--- src/hw/rtl/mbe_pkg.sv ---
// Shared constants, types and saturation helper for the escape-time block.
`timescale 1ns / 1ps
package mbe_pkg;

  localparam int COORD_BITS    = 32;
  localparam int FRAC          = COORD_BITS - 4;
  localparam int ITER_BITS     = 16;
  localparam int POS_BITS      = 12;
  localparam int DIM_BITS      = 13;
  localparam int MAX_DIM       = 4096;
  localparam int PROD_W        = POS_BITS + COORD_BITS;
  localparam int SUM_W         = COORD_BITS + 16;
  localparam int CFG_ADDR_BITS = 3;
  localparam int QUEUE_DEPTH   = 2;

  localparam logic [CFG_ADDR_BITS-1:0] CFG_ORIGIN_REAL = 3'd0;
  localparam logic [CFG_ADDR_BITS-1:0] CFG_ORIGIN_IMAG = 3'd1;
  localparam logic [CFG_ADDR_BITS-1:0] CFG_REAL_SPAN   = 3'd2;
  localparam logic [CFG_ADDR_BITS-1:0] CFG_IMAG_SPAN   = 3'd3;
  localparam logic [CFG_ADDR_BITS-1:0] CFG_FRAME_W     = 3'd4;
  localparam logic [CFG_ADDR_BITS-1:0] CFG_FRAME_H     = 3'd5;
  localparam logic [CFG_ADDR_BITS-1:0] CFG_ITER_LIMIT  = 3'd6;

  typedef struct packed {
    logic signed [COORD_BITS-1:0] origin_real;
    logic signed [COORD_BITS-1:0] origin_imag;
    logic signed [COORD_BITS-1:0] real_span;
    logic signed [COORD_BITS-1:0] imag_span;
    logic [DIM_BITS-1:0]          frame_width;
    logic [DIM_BITS-1:0]          frame_height;
    logic [ITER_BITS-1:0]         iteration_limit;
  } mbe_cfg_t;

  typedef struct packed {
    logic signed [COORD_BITS-1:0] cr;
    logic signed [COORD_BITS-1:0] ci;
    logic                         frame_start;
  } mbe_point_t;

  // Clamp a wide signed sum to the coordinate range.
  function automatic logic signed [COORD_BITS-1:0] sat_coord(
    input logic signed [SUM_W-1:0] v
  );
    logic signed [SUM_W-1:0] hi_lim;
    logic signed [SUM_W-1:0] lo_lim;
    hi_lim = {{(SUM_W-COORD_BITS+1){1'b0}}, {(COORD_BITS-1){1'b1}}};
    lo_lim = ~hi_lim;
    if (v > hi_lim) return hi_lim[COORD_BITS-1:0];
    if (v < lo_lim) return lo_lim[COORD_BITS-1:0];
    return v[COORD_BITS-1:0];
  endfunction

endpackage

--- src/hw/rtl/mbe_fifo.sv ---
// Short register queue between front and back.
`timescale 1ns / 1ps
module mbe_fifo import mbe_pkg::*; #(
  parameter int WIDTH = $bits(mbe_point_t),
  parameter int DEPTH = QUEUE_DEPTH
) (
  input  logic             clk,
  input  logic             rst_n,
  input  logic             push,
  input  logic [WIDTH-1:0] wdata,
  output logic             full,
  input  logic             pop,
  output logic [WIDTH-1:0] rdata,
  output logic             empty
);
  localparam int PTR_W = (DEPTH > 1) ? $clog2(DEPTH) : 1;
  localparam int CNT_W = $clog2(DEPTH + 1);

  logic [WIDTH-1:0] mem_r [DEPTH];
  logic [PTR_W-1:0] wp_r, rp_r;
  logic [CNT_W-1:0] cnt_r;

  function automatic logic [PTR_W-1:0] ptr_inc(input logic [PTR_W-1:0] p);
    return (p == PTR_W'(DEPTH - 1)) ? '0 : p + 1'b1;
  endfunction

  always_ff @(posedge clk) begin
    if (!rst_n) begin
      wp_r  <= '0;
      rp_r  <= '0;
      cnt_r <= '0;
    end else begin
      if (push) wp_r <= ptr_inc(wp_r);
      if (pop)  rp_r <= ptr_inc(rp_r);
      if (push && !pop)      cnt_r <= cnt_r + 1'b1;
      else if (pop && !push) cnt_r <= cnt_r - 1'b1;
    end
    if (push) mem_r[wp_r] <= wdata;
  end

  assign rdata = mem_r[rp_r];
  assign full  = (cnt_r == CNT_W'(DEPTH));
  assign empty = (cnt_r == '0);
endmodule

--- config.mk ---
export PLATFORM = sky130hd
export DESIGN_NAME = mbe_fifo
export DESIGN_NICKNAME = d
export VERILOG_FILES = /design/src/hw/rtl/mbe_pkg.sv /design/src/hw/rtl/mbe_fifo.sv
export SDC_FILE = /design/constraint.sdc
export NUM_CORES = 1
export LEC_CHECK = 0
export BUFFER_PORTS_ARGS = -buffer_cell sky130_fd_sc_hd__buf_4
export CAP_MARGIN = 20
export CORE_ASPECT_RATIO = 0.7
export CORE_UTILIZATION = 34
export DETAILED_ROUTE_END_ITERATION = 8
export GPL_TIMING_DRIVEN = 0
export SKIP_CTS_REPAIR_TIMING = 1
export SLEW_MARGIN = 0
export SYNTH_ARGS = -nofsm -noshare
export SYNTH_HDL_FRONTEND = slang
export SYNTH_SLANG_ARGS = --single-unit
--- constraint.sdc ---
create_clock -name clk -period 4.5 [get_ports clk]
set_input_delay 0.45 -clock clk [delete_from_list [all_inputs] [get_ports clk]]
set_output_delay 0.45 -clock clk [all_outputs]
set_load 0.02 [all_outputs]
Word-level counts from Yosys, hierarchy flattened
Memories as Yosys holds them, arrays and structs flattened. A register that Yosys moved wholly into a read port is not among the register bits.
Index checks and enable logic that the tools add are counted.

storage, ports and cells
  memories = 1
  memory bits (writable) = 130
  bits of input ports = 69
  bits in registers = 4

memory list
  memory  depth  width  read ports  clocked after Yosys merged registers in  wr ports  RTL line        source
  mem_r   2      65     1           1                                        1         mbe_fifo.sv:19  logic [WIDTH-1:0] mem_r [DEPTH];

operators by class
  add/sub/neg operators = 4
  reductions and logical operators = 6
  multiplexer cells = 8
  equal/unequal tests = 1

operators with widths
  kind                 count
  $mux 1               6
  $mux 2               2
  $add 1x1->1 const B  2
  $add 2x1->2 const B  1
  $eq 2x2->1 const B   1
  $logic_and 1x1->1    2
  $logic_not 1->1      2
  $logic_not 2->1      1
  $reduce_bool 2->1    1
  $sub 2x1->2 const B  1

Depth between registers and ports, before layout
  depth after elaboration = 4
  gate-level depth with buffers = 5
  depth with buffers taken out = 5

Worst setup path before layout
OpenSTA, ideal clock, no wires.

  kind = in2reg
  start = input port push
  end = memory mem_r[0][0] (netlist name) (enable)
  arrival time = 3.338 ns
  buffers on the path = 0
  setup slack = 0.665 ns
  stages on the path = 1
  path through = nor2b_1

on the way
  cells in the longest elaborated chain, start to end = 2

ends and longest elaborated chain
  item                          RTL line        source
  from (decl)                   mbe_fifo.sv:9   input logic push,
  $mux 1                        mbe_fifo.sv:38  if (push) mem_r[wp_r] <= wdata;
  $mux 1 (not written as such)  mbe_fifo.sv:38
  to (decl)                     mbe_fifo.sv:19

Every way passes these cells.

==> results.py <==
metrics = {
    "status": {
        "status": "completed",
    },
    "min_path": {
        "hold_path_class": "in2reg",
        "min_from": "wdata[41]",
        "whs_path_depth": 1,
        "min_delay_worst_endpoint": "mem_r[0][41]",
    },
    "setup_path": {
        "cp.required_ns": 4.05,
        "worstSetupPathType": "reg2out",
        "r2r_start": "wp_r",
        "cp-start-kind": "flip-flop",
        "rrSetupSlack_ns": 3.04,
        "cp_max_fo": 10,
        "cp.arrival_ns": 1.64,
        "r2r_cells": 2,
        "cp-end-kind": "primary output",
        "rr_endpoint": "mem_r[0][3]",
    },
    "pwr": {
        "leakagePower_nw": 2.59,
        "pwr_density_cell_nw_per_um2": 486,
        "ir_drop_mv": 0.244,
    },
    "grt": {
        "grt_pass1_wl_um": 13300,
        "antenna_found_initial": 0,
        "grt_util_met2_pct": 17.6,
        "met3_usage_pct": 5.31,
        "grt_max_degree": 41,
        "track_usage_pct": 12.4,
        "grt_overflow": 0,
        "grtUsageMet1_pct": 15.7,
        "grt.busiest_layer": "met2",
        "grt_pass1_vias": 2559,
    },
    "place": {
        "hpwl_um": 5900,
        "placed_cell_area_um2": 6250,
        "place_congestion": 0.712,
        "placed_cells": 552,
        "numPortBuffers": 135,
    },
    "synth": {
        "yosysWarnings": 0,
        "ys_seq_area_share_pct": 81.3,
        "netlist_top_cells_area": "edfxtp_1 (79%), mux2_2 (15%), dfxtp_1 (2.0%)",
        "yosysTopAreaCell": "edfxtp_1",
        "avgSynthCellArea_um2": 22.0,
        "yosys_register_bits": 135,
        "synth_area_um2": 4920,
        "synth_nets": 294,
        "yosysTopAreaCellShare_pct": 79.3,
        "syn_inst": 224,
        "synth.distinct_cells": 18,
    },
    "clocking": {
        "cts_root_buf": "clkbuf_16",
        "cts_tree": "yes",
        "cts_buffers": 17,
        "clk_latency_ns": 0.41,
        "clk_pin_slew_worst_paths_ns": 0.06,
        "clock-sinks": 135,
        "clock_path_buffers": 2,
        "htreeDepth": 4,
    },
    "routing": {
        "wl_per_cell_um": 15.3,
        "final_antenna_net_count": 0,
        "drc": 0,
        "routed_wl_um": 8920,
        "viasPerCell": 4.38,
        "drtIter0Drc": 70,
        "dr_total_vias": 2559,
        "dr.pass1.iters": 4,
    },
    "die": {
        "die_w_um": 146,
        "fp.coreArea_um2": 14000,
        "dieArea_um2": 15000,
        "ios": 136,
        "rows": 36,
        "dieHeight_um": 103,
        "initial_core_util_pct": 35.1,
    },
    "layout": {
        "antenna_cells": 0,
        "layout-drive-gt1-share_pct": 61.4,
        "fin_nets": 451,
        "area_growth_pct": 39.9,
        "final_cells": 584,
        "stdcell_area_um2": 6890,
    },
    "sta": {
        "tightest_slew_ns": 0.627,
        "fin_crit_sh_pct": 46.5,
        "skew_ns": 0.00483,
        "max_freq_mhz": 478,
        "post-route-min-period_ns": 2.09,
        "rsz0062_at_grt": "no",
        "slew_headroom_pct": 58.1,
        "setup_viol": 0,
        "final_max_slew_viol_count": 0,
        "fin_setup_tns_ns": 0,
        "hold_viol_final": 0,
    },
    "run": {
        "maxCapViolCount": 0,
    },
}
## through the flow
stage | hold slack, ns | worst slack (ns) | utilization [%] | power [W]
global route | 0.195 | 2.31 | 49.2 | 0.00347
global placement | 0.487 | -1.30 | 44.1 | 0.00189
CTS | 0.195 | 2.36 | 49.2 | 0.00339
floorplan | 0.466 | 0.665 | - | 0.00171
detailed placement | 0.538 | 2.76 | 44.6 | 0.00190
finish | 0.218 | 2.41 | 49.2 | 0.00335
## final cells by class
| class | instances | area, µm² |
|---|---|---|
| Buffer | 7 | 68.8 |
| Sequential cell | 135 | 4000 |
| Clock inverter | 14 | 205 |
| Inverter | 1 | 3.75 |
| Timing Repair Buffer | 138 | 1080 |
| Clock buffer | 18 | 429 |
| Multi-Input combinational cell | 81 | 857 |
| Tap cell | 190 | 238 |
| Fill cell | 1217 | 7120 |
## cell usage after synthesis
cell type	count
dfxtp_1	5
xor2_1	2
o21a_1	1
or3_1	1
mux2_2	65
and2b_2	1
nor2_1	1
buf_6	5
nor2b_1	2
inv_1	1
buf_2	1
xnor2_1	1
ha_1	1
edfxtp_1	130
a21boi_1	1
and2_1	4
o21ai_0	1
buf_4	1
## cells in the final DEF, fill, tap and decap left out, types with 2 or more instances in the layout
cell,Yosys,layout
buf_4,1,136
edfxtp_1,130,130
mux2_2,65,65
clkbuf_16,0,17
buf_6,5,5
dfxtp_1,5,5
bufinv_16,0,5
and2_1,4,3
clkinv_2,0,3
xor2_1,2,2
clkinv_1,0,2
clkinvlp_4,0,2
buf_12,0,2
## per-layer routing
layer,vias up,part of all wire [%]
met4,0,1.8
met1,1255,46
met2,90,45
met5,-,0
li1,1198,-
met3,16,7.9
## sequential cells by signal (all words and copies together) (netlist names), named ones only
name	count
wp_r	1
mem_r	130
cnt_r	2
rp_r	1
## logic make-up after synthesis
group                    after synthesis  synth area share, %
flip-flops                           135                 81.3
adder cells (fa/ha/maj)                1                0.254
multiplexers                          65                 14.9
buffers and inverters                  8                 1.47
XOR/XNOR                               3                0.534
AO/OA/AOI/OAI                          3                0.407
AND/OR/NAND/NOR                        9                 1.14
## critical path, cell delays in order, from the launching register on
cell	delay (ns)
dfxtp_1	0.32
buf_4	0.21
buf_6	0.18
mux2_2	0.36
buf_4	0.16
## report_power, final
group	leakage, nW	switching, W	internal (W)	total (W)
Combinational	1.03	0.000201	0.000200	0.000401
Sequential	1.26	0.0000152	0.00145	0.00147
Clock	0.305	0.000503	0.000977	0.00148
## worst max path at each step
stage,start,to,cells after the start
floorplan,push,mem_r[0][0],1
global placement,push,mem_r[0][51],2
detailed placement,push,mem_r[0][5],3
CTS,flip-flop,rdata[24],4
global route,flip-flop,rdata[46],4
finish,flip-flop,rdata[42],4
No activity file was read; power rests on OpenSTA's default activity.
