===== src/hw/rtl/mbe_pkg.sv =====
// Shared constants, types and saturation helper for the escape-time block.
`timescale 1ns / 1ps
package mbe_pkg;

  localparam int COORD_BITS    = 32;
  localparam int FRAC          = COORD_BITS - 4;
  localparam int ITER_BITS     = 16;
  localparam int POS_BITS      = 12;
  localparam int DIM_BITS      = 13;
  localparam int MAX_DIM       = 4096;
  localparam int PROD_W        = POS_BITS + COORD_BITS;
  localparam int SUM_W         = COORD_BITS + 16;
  localparam int CFG_ADDR_BITS = 3;
  localparam int QUEUE_DEPTH   = 2;

  localparam logic [CFG_ADDR_BITS-1:0] CFG_ORIGIN_REAL = 3'd0;
  localparam logic [CFG_ADDR_BITS-1:0] CFG_ORIGIN_IMAG = 3'd1;
  localparam logic [CFG_ADDR_BITS-1:0] CFG_REAL_SPAN   = 3'd2;
  localparam logic [CFG_ADDR_BITS-1:0] CFG_IMAG_SPAN   = 3'd3;
  localparam logic [CFG_ADDR_BITS-1:0] CFG_FRAME_W     = 3'd4;
  localparam logic [CFG_ADDR_BITS-1:0] CFG_FRAME_H     = 3'd5;
  localparam logic [CFG_ADDR_BITS-1:0] CFG_ITER_LIMIT  = 3'd6;

  typedef struct packed {
    logic signed [COORD_BITS-1:0] origin_real;
    logic signed [COORD_BITS-1:0] origin_imag;
    logic signed [COORD_BITS-1:0] real_span;
    logic signed [COORD_BITS-1:0] imag_span;
    logic [DIM_BITS-1:0]          frame_width;
    logic [DIM_BITS-1:0]          frame_height;
    logic [ITER_BITS-1:0]         iteration_limit;
  } mbe_cfg_t;

  typedef struct packed {
    logic signed [COORD_BITS-1:0] cr;
    logic signed [COORD_BITS-1:0] ci;
    logic                         frame_start;
  } mbe_point_t;

  // Clamp a wide signed sum to the coordinate range.
  function automatic logic signed [COORD_BITS-1:0] sat_coord(
    input logic signed [SUM_W-1:0] v
  );
    logic signed [SUM_W-1:0] hi_lim;
    logic signed [SUM_W-1:0] lo_lim;
    hi_lim = {{(SUM_W-COORD_BITS+1){1'b0}}, {(COORD_BITS-1){1'b1}}};
    lo_lim = ~hi_lim;
    if (v > hi_lim) return hi_lim[COORD_BITS-1:0];
    if (v < lo_lim) return lo_lim[COORD_BITS-1:0];
    return v[COORD_BITS-1:0];
  endfunction

endpackage


===== src/hw/rtl/mbe_div.sv =====
// Restoring divider, one quotient bit per cycle.
`timescale 1ns / 1ps
module mbe_div import mbe_pkg::*; (
  input  logic                clk,
  input  logic                rst_n,
  input  logic                start,
  input  logic [PROD_W-1:0]   dividend,
  input  logic [DIM_BITS-1:0] divisor,
  output logic [PROD_W-1:0]   quotient,
  output logic                busy
);
  localparam int CNT_W = $clog2(PROD_W + 1);

  logic [CNT_W-1:0]    cnt_r, cnt_nxt;
  logic [PROD_W-1:0]   quo_r, quo_nxt;
  logic [DIM_BITS-1:0] rem_r, rem_nxt;
  logic [DIM_BITS:0]   rem_sh;
  logic [DIM_BITS:0]   rem_sub;

  always_comb begin
    rem_sh  = {rem_r, quo_r[PROD_W-1]};
    rem_sub = rem_sh - {1'b0, divisor};
    cnt_nxt = cnt_r;
    quo_nxt = quo_r;
    rem_nxt = rem_r;
    if (start) begin
      cnt_nxt = CNT_W'(PROD_W);
      quo_nxt = dividend;
      rem_nxt = '0;
    end else if (cnt_r != '0) begin
      cnt_nxt = cnt_r - 1'b1;
      if (rem_sh >= {1'b0, divisor}) begin
        rem_nxt = rem_sub[DIM_BITS-1:0];
        quo_nxt = {quo_r[PROD_W-2:0], 1'b1};
      end else begin
        rem_nxt = rem_sh[DIM_BITS-1:0];
        quo_nxt = {quo_r[PROD_W-2:0], 1'b0};
      end
    end
  end

  always_ff @(posedge clk) begin
    if (!rst_n) begin
      cnt_r <= '0;
    end else begin
      cnt_r <= cnt_nxt;
    end
    quo_r <= quo_nxt;
    rem_r <= rem_nxt;
  end

  assign quotient = quo_r;
  assign busy     = (cnt_r != '0);
endmodule


===== src/hw/rtl/mbe_front.sv =====
// Front end: accept pixel, map it to a complex point, hand it to the queue.
`timescale 1ns / 1ps
module mbe_front import mbe_pkg::*; (
  input  logic                clk,
  input  logic                rst_n,
  input  mbe_cfg_t            cfg,
  input  logic                in_valid,
  output logic                in_ready,
  input  logic [POS_BITS-1:0] column,
  input  logic [POS_BITS-1:0] row,
  input  logic                frame_start,
  output logic                push,
  output mbe_point_t          point,
  input  logic                full
);
  localparam logic [1:0] F_IDLE  = 2'd0;
  localparam logic [1:0] F_START = 2'd1;
  localparam logic [1:0] F_DIV   = 2'd2;

  logic [1:0]              state_r, state_nxt;
  logic [PROD_W-1:0]       mag_re_r, mag_im_r;
  logic                    neg_re_r, neg_im_r, fs_r;
  logic signed [PROD_W:0]  prod_re, prod_im;
  logic signed [PROD_W:0]  abs_re, abs_im;
  logic [PROD_W-1:0]       quo_re, quo_im;
  logic                    busy_re, busy_im, start;
  logic signed [SUM_W-1:0] q_re, q_im, sum_re, sum_im;

  assign prod_re = $signed({1'b0, column}) * cfg.real_span;
  assign prod_im = $signed({1'b0, row}) * cfg.imag_span;
  assign abs_re  = prod_re[PROD_W] ? -prod_re : prod_re;
  assign abs_im  = prod_im[PROD_W] ? -prod_im : prod_im;

  assign in_ready = (state_r == F_IDLE);
  assign start    = (state_r == F_START);

  always_ff @(posedge clk) begin
    if (in_valid && in_ready) begin
      mag_re_r <= abs_re[PROD_W-1:0];
      mag_im_r <= abs_im[PROD_W-1:0];
      neg_re_r <= prod_re[PROD_W];
      neg_im_r <= prod_im[PROD_W];
      fs_r     <= frame_start;
    end
  end

  mbe_div u_div_re (
    .clk(clk), .rst_n(rst_n), .start(start), .dividend(mag_re_r),
    .divisor(cfg.frame_width), .quotient(quo_re), .busy(busy_re)
  );
  mbe_div u_div_im (
    .clk(clk), .rst_n(rst_n), .start(start), .dividend(mag_im_r),
    .divisor(cfg.frame_height), .quotient(quo_im), .busy(busy_im)
  );

  // Quotient truncates toward zero: apply the sign after dividing magnitudes.
  always_comb begin
    q_re   = $signed({{(SUM_W-PROD_W){1'b0}}, quo_re});
    q_im   = $signed({{(SUM_W-PROD_W){1'b0}}, quo_im});
    if (neg_re_r) q_re = -q_re;
    if (neg_im_r) q_im = -q_im;
    sum_re = q_re + {{(SUM_W-COORD_BITS){cfg.origin_real[COORD_BITS-1]}}, cfg.origin_real};
    sum_im = q_im + {{(SUM_W-COORD_BITS){cfg.origin_imag[COORD_BITS-1]}}, cfg.origin_imag};
    point.cr          = sat_coord(sum_re);
    point.ci          = sat_coord(sum_im);
    point.frame_start = fs_r;
  end

  assign push = (state_r == F_DIV) && !busy_re && !busy_im && !full;

  always_comb begin
    state_nxt = state_r;
    unique case (state_r)
      F_IDLE:  if (in_valid) state_nxt = F_START;
      F_START: state_nxt = F_DIV;
      F_DIV:   if (push) state_nxt = F_IDLE;
      default: state_nxt = F_IDLE;
    endcase
  end

  always_ff @(posedge clk) begin
    if (!rst_n) begin
      state_r <= F_IDLE;
    end else begin
      state_r <= state_nxt;
    end
  end
endmodule


===== config.mk =====
export PLATFORM = sky130hd
export DESIGN_NAME = mbe_front
export DESIGN_NICKNAME = d
export VERILOG_FILES = /design/src/hw/rtl/mbe_pkg.sv /design/src/hw/rtl/mbe_div.sv /design/src/hw/rtl/mbe_front.sv
export SDC_FILE = /design/constraint.sdc
export NUM_CORES = 2
export LEC_CHECK = 0
export BUFFER_PORTS_ARGS = -buffer_cell sky130_fd_sc_hd__buf_4
export CAP_MARGIN = 40
export CORE_MARGIN = 2
export CORE_UTILIZATION = 25
export DETAILED_ROUTE_END_ITERATION = 6
export GPL_TIMING_DRIVEN = 0
export SYNTH_ARGS = -nofsm -noshare
export SYNTH_HDL_FRONTEND = slang
export SYNTH_SLANG_ARGS = --single-unit

===== constraint.sdc =====
create_clock -name clk -period 12.35 [get_ports clk]
set_clock_uncertainty 0.2 [all_clocks]
set_input_delay 3.705 -clock clk [delete_from_list [all_inputs] [get_ports clk]]
set_output_delay 3.705 -clock clk [all_outputs]
set_load 0.1 [all_outputs]

# After elaboration in Yosys (flattened, before gate mapping)
# Cells that the tools add are included.
dict set report op_classes {
  add_sub_neg 10
  n_mul 2
  order_cmp 6
  eq_ne 4
  muxes 33
  bitwise 1
  reduce_logical 14
}
# operator n
set op_table {}
lappend op_table {{$mux 44} 6}
lappend op_table {{$mux 32} 8}
lappend op_table {{$add 48x48->48} 2}
lappend op_table {{$gt 48x32->1 const B} 2}
lappend op_table {{$lt 48x32->1 const B} 2}
lappend op_table {{$mux 48} 2}
lappend op_table {{$neg 44->48} 2}
lappend op_table {{$mul 13x32->45} 2}
lappend op_table {{$neg 44->44} 2}
lappend op_table {{$ge 14x13->1} 2}
lappend op_table {{$mux 13} 2}
lappend op_table {{$sub 13x13->13} 2}
lappend op_table {{$mux 6} 4}
lappend op_table {{$reduce_bool 6->1} 2}
lappend op_table {{$sub 6x1->6 const B} 2}
lappend op_table {{$mux 1} 8}
lappend op_table {{$pmux 2 s3} 1}
lappend op_table {{$logic_and 1x1->1} 4}
lappend op_table {{$mux 2} 2}
lappend op_table {{$ne 2x2->1 const B} 2}
lappend op_table {{$reduce_bool 2->1} 2}
lappend op_table {{$logic_not 1->1} 3}
lappend op_table {{$eq 2x1->1 const B} 1}
lappend op_table {{$eq 2x2->1 const B} 1}
lappend op_table {{other kinds (4)} 4}
dict set report totals {
  reg_bits 219
  inputBits 199
  output_inout_bits 67
}

# Longest topological paths before layout
dict set report logic_depth {
  ltp_word 8
  ltp_mapped 27
  ltp_nobuf 25
}

# Hierarchy
# From an unflattened synthesis, not the netlist that was laid out.
dict set report hier_totals {
  cells_unflattened 5539
  hier_area_um2 47554.4
}
# mod n_inst cells_each area_per_inst_um2
set modules_own_cells {}
lappend modules_own_cells {mbe_front 1 4931 40352.5}
lappend modules_own_cells {mbe_div 2 304 3601.0}

# Worst setup path after synthesis
# No wires, ideal clock.
dict set report synth_timing {
  kind {input to output}
  from {input port cfg[138] in the netlist's numbering}
  to {output port point[36] in the netlist's numbering}
  arrival_time_ps 8770
  t_required_ps 8445
  slack_ps -325
  path_stages 15
  n_path_buf 1
  path_cell_list {ha_1 > inv_1 > fa_1 > nand2b_1 > a21o_1 > and4_1 > o21ai_1 > a32oi_1 > a2111oi_0 > nor3_1 > nor4bb_1 > nand4bb_1 > o41a_2 > buf_6 > o21ai_0}
}
# element line
set synth_rtl {}
lappend synth_rtl {{start, declared} mbe_front.sv:6} ;# input mbe_cfg_t cfg,
lappend synth_rtl {{end, declared} mbe_front.sv:13} ;# output mbe_point_t point,

==> results.py <==
metrics = {
    "cells_and_area": {
        "layout_commonest_cell": "inv_1",
        "mostFrequentLayoutCells": "inv_1 (982), nand2_1 (831), fa_1 (680)",
        "multi_input_area_um2": 35900,
        "final_nets": 7082,
        "fillers": 20100,
        "final_layout_size_suffix_gt1_share_pct": 6.08,
        "seqCellArea_um2": 6180,
        "area_growth_pct": 12.6,
    },
    "drt": {
        "routed.top_layer": "met5",
        "dr.pass1.iters": 6,
        "post_drt_via_cell_ratio": 4.59,
        "wl_met1_mm": 59.3,
        "num_vias": 38500,
        "wl_per_cell_um": 16.9,
        "ant_nets": 0,
        "wl_met2_mm": 68.1,
        "finalWirelength_mm": 141,
        "drc": 0,
        "drtIter0Drc": 2571,
        "route.met3.wl_mm": 6.28,
    },
    "setup_path": {
        "cp_max_fo": 10,
        "start_kind": "input port",
        "crit_required_ns": 8.44,
        "arrival_ns": 8.19,
        "endpoint_kind": "primary output",
        "critPathKind": "input port to primary output",
    },
    "global_routing": {
        "grt_max_degree": 47,
        "grt_pass1_wl_mm": 225,
        "grt_overflow": 0,
        "grt.total_usage_pct": 14.7,
        "grt_pass1_vias": 40500,
        "antenna_found_initial": 12,
    },
    "clock_network": {
        "h-tree-depth": 1,
        "cts-root-buf": "clkbuf_16",
        "tritoncts": "built",
        "clk_pin_slew_ns": 0.06,
        "cts_setup_buffers": 0,
        "cts_buffers": 21,
        "insertion_delay_ns": 0.54,
        "cts_buffer_depth": 3,
        "cts_sinks": 219,
    },
    "run": {
        "max-cap-violations": 0,
    },
    "yosys": {
        "synth_area_leader_cell": "fa_1",
        "syn_area_um2": 46700,
        "synth.net_count": 6799,
        "async_flop_share_pct": 0,
        "synth_top_area_share_pct": 29.2,
        "yosys-top-cells-area": "fa_1 (29%), edfxtp_1 (12%), ha_1 (8.7%), inv_1 (7.9%), nand2_1 (6.7%)",
        "ys_seq_area_share_pct": 13.2,
        "synth_edf_count": 179,
        "ys_warn_count": 0,
        "avgSynthCellArea_um2": 8.34,
        "ys_seq_elements": 219,
        "synthFlopType": "edfxtp_1",
        "yosysUniqueCellTypes": 95,
        "synthCells": 5596,
    },
    "placed_design": {
        "place_hpwl_mm": 121,
        "place_congestion": 0.916,
        "io_buffer_count": 248,
    },
    "timing": {
        "finalMaxSlewViolations": 0,
        "hold_viol": 0,
        "worst_slew_pin_slew_ns": 0.940,
        "period_needed_ns": 12.10,
        "totalNegativeSetupSlack_ns": 0,
        "maxSlewHeadroom_pct": 37.3,
        "rsz0062_at_grt": "no",
        "whs_ns": 0.289,
        "final-setup-viol-count": 0,
        "min_period_over_period_pct": 98.0,
        "fmax_mhz": 82.7,
    },
    "hold_path": {
        "hold_path_class": "flip-flop to flip-flop",
    },
    "status": {
        "outcome": "complete, no violations",
    },
    "floorplanning": {
        "die_w_um": 436,
        "row_count": 158,
        "io_pins": 266,
        "core_area_um2": 185000,
        "start_util_pct": 25.2,
        "dieArea_um2": 190000,
        "die_h_um": 436,
    },
}
[cells by family after synthesis]
family                     synth area share, %
muxes                                    0.563
adders and majority gates                 37.8
AOI/OAI and AO/OA                         12.3
xor gates and xnor gates                  6.66
DFF                                       13.2
buffers and inverters                     10.0
and+or+nand+nor                           19.4
[worst max-delay path, stage by stage]
cell and delay, ns:
buf_4 0.08, ha_1 0.18, inv_1 0.06, fa_1 0.41, nand2b_1 0.18, a21oi_1 0.32, o2111ai_1 0.23, a31oi_1 0.47
or3_1 0.26, a41o_1 0.23, a221oi_1 0.09, o21bai_1 0.16, xor2_1 0.34, a41oi_2 0.36, clkbuf_1 0.31, o21ai_0 0.43
buf_4 0.37
[through the flow]
step                utilization, %  cell area (um^2)  setup slack, ns  std cells
floorplan                        -             46700           -0.325       5596
global placement              27.9             51700           0.0536       8324
detailed placement            27.9             51800           0.0426       8336
CTS                           28.3             52500           0.0413       8373
global route                  28.3             52600          0.00449       8378
finish                        28.3             52600            0.253       8381
[layout make-up]
cell class                 instances  area share (%)
antenna                            8          0.0381
buffer                           255            1.89
clock buffer                      24            1.02
clock inverter                    13           0.312
inverter                         982            7.01
multi-input combinational       4140            68.3
sequential                       219            11.7
tap                             2480            5.90
timing repair buffer             260            3.82
[state kept, by name, indices dropped and copies added (netlist names)]
signal	count
mag_re_r	44
state_r	2
u_div_re.cnt_r	6
neg_im_r	1
u_div_im.rem_r	13
fs_r	1
u_div_im.quotient	44
u_div_im.cnt_r	6
u_div_re.quotient	44
neg_re_r	1
u_div_re.rem_r	13
mag_im_r	44
[Yosys cell counts, drive strengths merged (73+ instances only)]
library cell / number
inv: 982
and2: 435
xor2: 126
nand2: 833
a21oi: 242
nor2: 185
ha: 324
edfxtp: 179
o21ai: 248
xnor2: 229
a21o: 73
fa: 680
clkbuf: 242
[worst paths after layout]
| kind | from | cells past startpoint | slack, ns | to |
|---|---|---|---|---|
| max | cfg[106] | 17 | 0.25 | point[22] |
| min | u_div_re.rem_r[1] | 2 | 0.29 | u_div_re.rem_r[1] |
| max reg2reg | u_div_re.quotient[43] | 15 | 7.96 | u_div_re.quotient[0] |
| min reg2reg | u_div_re.rem_r[1] | 2 | 0.29 | u_div_re.rem_r[1] |
[routing by layer]
| metal | track usage [%] | up-vias |
|---|---|---|
| li1 | - | 18500 |
| met1 | 17.9 | 18800 |
| met2 | 25.6 | 914 |
| met3 | 1.80 | 285 |
| met4 | 7.08 | 8 |
| met5 | 0 | - |
[timing repair]
| action | 4_1_cts | 5_1_grt |
|---|---|---|
| setup endpoints to repair | 0 | 29 |
| endpoints found under the hold margin | 0 | 0 |
| hold buffers | 0 | 0 |
| resized for setup | 0 | 11 |
Power is not shown: default switching activity piles up to over one toggle a cycle in this logic, so the estimate is an artifact.
